### src/rtl/rolz_ram.sv
// Generic simple dual-port RAM: one write port, one registered read port.
// No dependencies.
module rolz_ram #(
  parameter int unsigned WIDTH = 8,
  parameter int unsigned DEPTH = 256
) (
  input  logic                     clk,
  input  logic                     we,
  input  logic [$clog2(DEPTH)-1:0] waddr,
  input  logic [WIDTH-1:0]         wdata,
  input  logic [$clog2(DEPTH)-1:0] raddr,
  output logic [WIDTH-1:0]         rdata
);

  logic [WIDTH-1:0] mem [DEPTH];

  always_ff @(posedge clk) begin
    if (we) begin
      mem[waddr] <= wdata;
    end
    rdata <= mem[raddr];
  end

endmodule

### config.mk
export PLATFORM = sky130hd
export DESIGN_NAME = rolz_ram
export DESIGN_NICKNAME = d
export VERILOG_FILES = /design/src/rtl/rolz_ram.sv
export SDC_FILE = /design/constraint.sdc
export NUM_CORES = 2
export LEC_CHECK = 0
export BUFFER_PORTS_ARGS = -buffer_cell sky130_fd_sc_hd__buf_2
export CORE_MARGIN = 2
export CORE_UTILIZATION = 35
export CTS_CLUSTER_SIZE = 40
export DETAILED_ROUTE_END_ITERATION = 12
export HOLD_SLACK_MARGIN = 0.05
export MAX_ROUTING_LAYER = met4
export PLACE_DENSITY = 0.52
export SLEW_MARGIN = 20
export SYNTH_ARGS = -nofsm -noshare
export SYNTH_HDL_FRONTEND = slang
export SYNTH_SLANG_ARGS = --single-unit
### constraint.sdc
create_clock -name clk -period 4.8 [get_ports clk]
set_input_delay 0.96 -clock clk [delete_from_list [all_inputs] [get_ports clk]]
set_output_delay 0.96 -clock clk [all_outputs]
set_load 0.05 [all_outputs]
==> impl_summary.md <==
Place
The half-perimeter wire length after placement is 132000 um. The final RePlAce weighted congestion is 0.848. Before CTS, the worst setup slack after placement is 0.313 ns.

The post-placement cell area is 84200 sq um. Input and output buffers added on the ports amount to 33.

Power and ir drop
The part of the power in combinational logic is 5.1%. The maximum resistive drop on vdd is 0.357 mV. The switching part of the total power is 22.0%. Cell internal power was estimated by the tool at 0.0294 W. The analysis attributes to cell leakage a power of 27.9 nW. Of the total power, registers draw 52.5%. The completed layout was analyzed and its total power is 0.0378 W. The clock network fraction of design power is 42.4%. The net switching power figure is 0.00832 W. Dividing total power by cell area gives a power density of 415 nW/um^2.

Global routing
After global routing the overflow that remains totals 0. The initial antenna violation count is 20. The pin count of the biggest net entering global routing is 141.

The global-route wire length before repair is 302000 um. Across every metal layer, demand over resource in global routing totals 18.9%. The via count of the first global-routing pass came to 39100.

Detailed routing
The count of TritonRoute iterations in the first routing pass is 6. The via count is 38800. After detailed routing, the total wire length is 213000 um. The ratio of routed vias to standard cells is 5.44. Once detail routing completed, the nets flagged for antenna violations numbered 0. After detailed routing, the average wire length per cell comes to 29.9 um.

The number of remaining DRC errors is 0. The iteration-0 DRC count of the detailed router is 4159.

Clock network
The number of buffers on the longest clock path is 3. The count of cells resized by post-cts repair is 0. The setup fix buffers added after clock tree synthesis is 0. The latest clock arrival within the worst-skew pair is 0.89 ns. TritonCTS built the clock tree. Clock-pin slew was measured on the worst setup and hold paths at 0.06 ns. In this run the number of H-tree levels came out at 4. The clock root buffer is sky130_fd_sc_hd__clkbuf_16. The TritonCTS buffer count is 208. For this design, the sink count on the clock tree is 2056. The number of hold buffers added after CTS was 0.

Timing
The worst path meets setup with 1.24 ns of slack. The number of hold violations in the final report is 0. The transition at the pin with the smallest max-transition slack is 1.16 ns. Based on the critical path, the design can be clocked at up to 281 MHz.

Setup repair after global routing left no endpoint under its margin. The final period demand of the worst path is 3.56 ns. Clock skew on the completed layout was measured at 0.0872 ns. The max-slew violation count was 0. The final total negative setup slack is 0 ns. The worst max-slew margin expressed relative to the limit is 22.6%. The total setup violations reported at the end of the flow is 0.

The part of the cycle the worst path needs is 74.2%. On the final layout, the worst hold slack is 0.616 ns.

Die
The floorplan row count is 175. In this run the vertical extent of the chip is 481 um. The initial core utilization is 35.1%. The top-level I/O count is 34. The horizontal die dimension is 481 um. The core region is 227000 sq um. The die covers 231000 sq um.

Logic synthesis
After synthesis the netlist holds a flip-flop and latch count of 2056. The xor and xnor area share after synthesis is 0%. After technology mapping, the gate count stands at 3733.

The most common flop cell mapped by yosys is sky130_fd_sc_hd__edfxtp_1. The number of nets handed over by synthesis was 3759. The mux share of post-synthesis cell area is 14.6%. Of the synthesized area, sequential elements account for 77.5%. The area fraction in and, or, nand and nor cells after synthesis is 2.63%.

The compound-cell area share of the yosys netlist is 3.42%. Synthesis instantiated 55 different standard cells from the library. After synthesis, the largest family of logic cells by area is multiplexers. Yosys mapped a number of flops with a built-in enable equal to 2048. The adder-cell share of the synthesized area is 0%. The mean instance size in the synthesized netlist is 21.3 sq um. The netlist area before placement is 79600 sq um. During synthesis, Yosys emitted a total of 0 warnings.

In the synthesized netlist the async set-or-reset flop fraction comes to 0%.

Setup path
The biggest cell delay along the critical path is 0.78 ns. In this run the register-to-register setup slack is 1.77 ns. The slowest stage of the critical path belongs to the cell sky130_fd_sc_hd__nor3_1. The critical path runs through a total of 8 cells. The worst setup path is captured at a flop. The critical path class is input port to flop. Data on the critical path arrives at its endpoint at 4.25 ns. Traced cell by cell, the critical path runs through buf_8 -> buf_4 -> mux4_2 -> a22o_1 -> a221oi_1 -> o32ai_1 -> nor3_1 -> nor4_1. At the worst endpoint, the required time is 5.49 ns.

Measured in cells, the most critical reg-to-reg path has a length of 6. The cell type group with the largest total delay on the critical path is compound AO/OA/AOI/OAI gates. The number of buffers and inverters on the critical path is 2. The reg-to-reg startpoint is mem[82][3]$_DFFE_PP_. The startpoint kind of the worst setup timing path is an input port. Along the worst path, the maximum fanout reaches 56.

The reg-to-reg endpoint is rdata[3]$_DFF_P_.

Cells and area
The number of fill cells in the layout is 20000. The final design area excluding fillers is 91000 sq um. The post-route netlist has 24.5% of its cells at a drive strength greater than 1. The area growth from synthesis to layout is 14.3%. In the final design database the tool counted 3976 nets.

Worst hold path
The launch point of the worst hold path is wdata[2]. The type of the worst min-delay path is input port to flop. Counting instances, the worst hold path has a depth of 1.

The path with the worst hold slack has its endpoint at mem[117][2]$_DFFE_PP_.

Run status
The run finished with clean final reports.

Flow run
Across the run, the number of max-cap violations was 0.
## through the flow
stage / instances / utilization [%]
6_report: 7133 / 40.1
5_1_grt: 7128 / 40.1
4_1_cts: 7127 / 40.1
3_5_place_dp: 6749 / 37.2
3_3_place_gp: 6748 / 37.2
2_1_floorplan: 3733 / -
## power groups by stage
stage          clock (W)  combinational [W]  sequential, W
3_3_place_gp           0            0.00194         0.0202
2_1_floorplan          0           0.000961         0.0202
4_1_cts           0.0163            0.00196         0.0198
6_report          0.0160            0.00193         0.0198
3_5_place_dp           0            0.00196         0.0202
5_1_grt           0.0170            0.00204         0.0198
## placed cells by master (no fill, tap or decap), types with 3 or more instances in the layout
cell,n
sky130_fd_sc_hd__nand4_1,10
sky130_fd_sc_hd__buf_12,34
sky130_fd_sc_hd__o22a_1,5
sky130_fd_sc_hd__edfxtp_1,2048
sky130_fd_sc_hd__o211ai_1,10
sky130_fd_sc_hd__dfxtp_1,8
sky130_fd_sc_hd__nand3_2,5
sky130_fd_sc_hd__nor2_4,3
sky130_fd_sc_hd__clkinv_16,11
sky130_fd_sc_hd__buf_2,21
sky130_fd_sc_hd__nand3_1,29
sky130_fd_sc_hd__buf_4,175
sky130_fd_sc_hd__clkinv_1,49
sky130_fd_sc_hd__o32ai_1,4
sky130_fd_sc_hd__buf_8,10
sky130_fd_sc_hd__nor2_1,279
sky130_fd_sc_hd__nor4_1,23
sky130_fd_sc_hd__o21ai_0,10
sky130_fd_sc_hd__mux2i_1,134
sky130_fd_sc_hd__a21oi_1,96
sky130_fd_sc_hd__nand2_1,33
sky130_fd_sc_hd__a221oi_1,13
sky130_fd_sc_hd__a22o_1,8
sky130_fd_sc_hd__o221ai_1,46
sky130_fd_sc_hd__nand2b_1,8
sky130_fd_sc_hd__a211oi_1,16
sky130_fd_sc_hd__nor4_2,4
sky130_fd_sc_hd__clkbuf_1,44
sky130_fd_sc_hd__a22oi_1,133
sky130_fd_sc_hd__and2_1,5
sky130_fd_sc_hd__mux4_2,454
sky130_fd_sc_hd__or2_2,4
sky130_fd_sc_hd__o22ai_1,28
sky130_fd_sc_hd__nor2b_4,3
sky130_fd_sc_hd__nor2b_1,28
sky130_fd_sc_hd__bufinv_16,18
sky130_fd_sc_hd__clkinv_2,40
sky130_fd_sc_hd__diode_2,6
sky130_fd_sc_hd__nor3_1,22
sky130_fd_sc_hd__clkbuf_16,208
## synthesized netlist by cell type, types with 3 or more instances
library cell,instances,share of area [%]
sky130_fd_sc_hd__nor4_1,24,0.19
sky130_fd_sc_hd__edfxtp_1,2048,77
sky130_fd_sc_hd__clkbuf_1,111,0.52
sky130_fd_sc_hd__a211oi_1,16,0.15
sky130_fd_sc_hd__o22ai_1,28,0.22
sky130_fd_sc_hd__nor2b_1,31,0.24
sky130_fd_sc_hd__buf_1,22,0.10
sky130_fd_sc_hd__buf_2,31,0.20
sky130_fd_sc_hd__o211ai_1,10,0.094
sky130_fd_sc_hd__o32ai_1,4,0.044
sky130_fd_sc_hd__dfxtp_1,8,0.20
sky130_fd_sc_hd__and2_1,6,0.047
sky130_fd_sc_hd__buf_8,13,0.25
sky130_fd_sc_hd__or2_2,4,0.031
sky130_fd_sc_hd__a221oi_1,13,0.14
sky130_fd_sc_hd__mux4_2,454,13
sky130_fd_sc_hd__nand3_1,34,0.21
sky130_fd_sc_hd__a22o_1,8,0.088
sky130_fd_sc_hd__o21ai_0,10,0.063
sky130_fd_sc_hd__buf_6,21,0.30
sky130_fd_sc_hd__mux2i_1,134,1.7
sky130_fd_sc_hd__buf_4,27,0.25
sky130_fd_sc_hd__nor2_1,282,1.3
sky130_fd_sc_hd__buf_12,8,0.20
sky130_fd_sc_hd__o22a_1,5,0.055
sky130_fd_sc_hd__nand2_1,33,0.16
sky130_fd_sc_hd__o221ai_1,46,0.51
sky130_fd_sc_hd__nor3_1,22,0.14
sky130_fd_sc_hd__nand2b_1,8,0.063
sky130_fd_sc_hd__a21oi_1,96,0.60
sky130_fd_sc_hd__nor4_2,3,0.047
sky130_fd_sc_hd__nand4_1,10,0.079
sky130_fd_sc_hd__a22oi_1,133,1.3
## how the worst max path moves through the flow
stage               startpoint                to  slack, ns
floorplan             raddr[0]  rdata[2]$_DFF_P_       1.90
global placement      raddr[0]  rdata[0]$_DFF_P_       0.19
detailed placement    raddr[0]  rdata[3]$_DFF_P_       0.31
CTS                   raddr[0]  rdata[3]$_DFF_P_       1.27
global route          raddr[0]  rdata[3]$_DFF_P_       1.13
finish                raddr[1]  rdata[5]$_DFF_P_       1.24
## sequential cells by signal, indices dropped and copies added (netlist names)
register and flops:
mem 2048, rdata 8
## layout make-up
cell class	instances	area (sq um)	area share, %
Sequential cell	2056	61700	67.8
Multi-Input combinational cell	1442	16500	18.2
Clock buffer	254	5400	5.93
Tap cell	3009	3760	4.14
Timing Repair Buffer	240	2250	2.47
Clock inverter	124	1340	1.47
Antenna cell	6	15.0	0.0165
Inverter	2	7.51	0.00825
## routing by layer
| layer | track usage [%] | share of wire (%) | up-vias |
|---|---|---|---|
| met4 | 4.41 | 2.3 | 0 |
| met3 | 3.07 | 6.2 | 292 |
| li1 | - | - | 16100 |
| met2 | 29.5 | 48 | 1319 |
| met1 | 26.1 | 43 | 21000 |
| met5 | - | 0 | - |
## kinds of logic (layout without fill, tap and decap cells)
| family | Yosys count | in the layout |
|---|---|---|
| AO/OA/AOI/OAI | 385 | 385 |
| buffers and inverters | 235 | 620 |
| flip-flops | 2056 | 2056 |
| multiplexers | 591 | 591 |
| other | 0 | 6 |
| AND/OR/NAND/NOR | 466 | 466 |
Power figures use the tool's default switching activity.
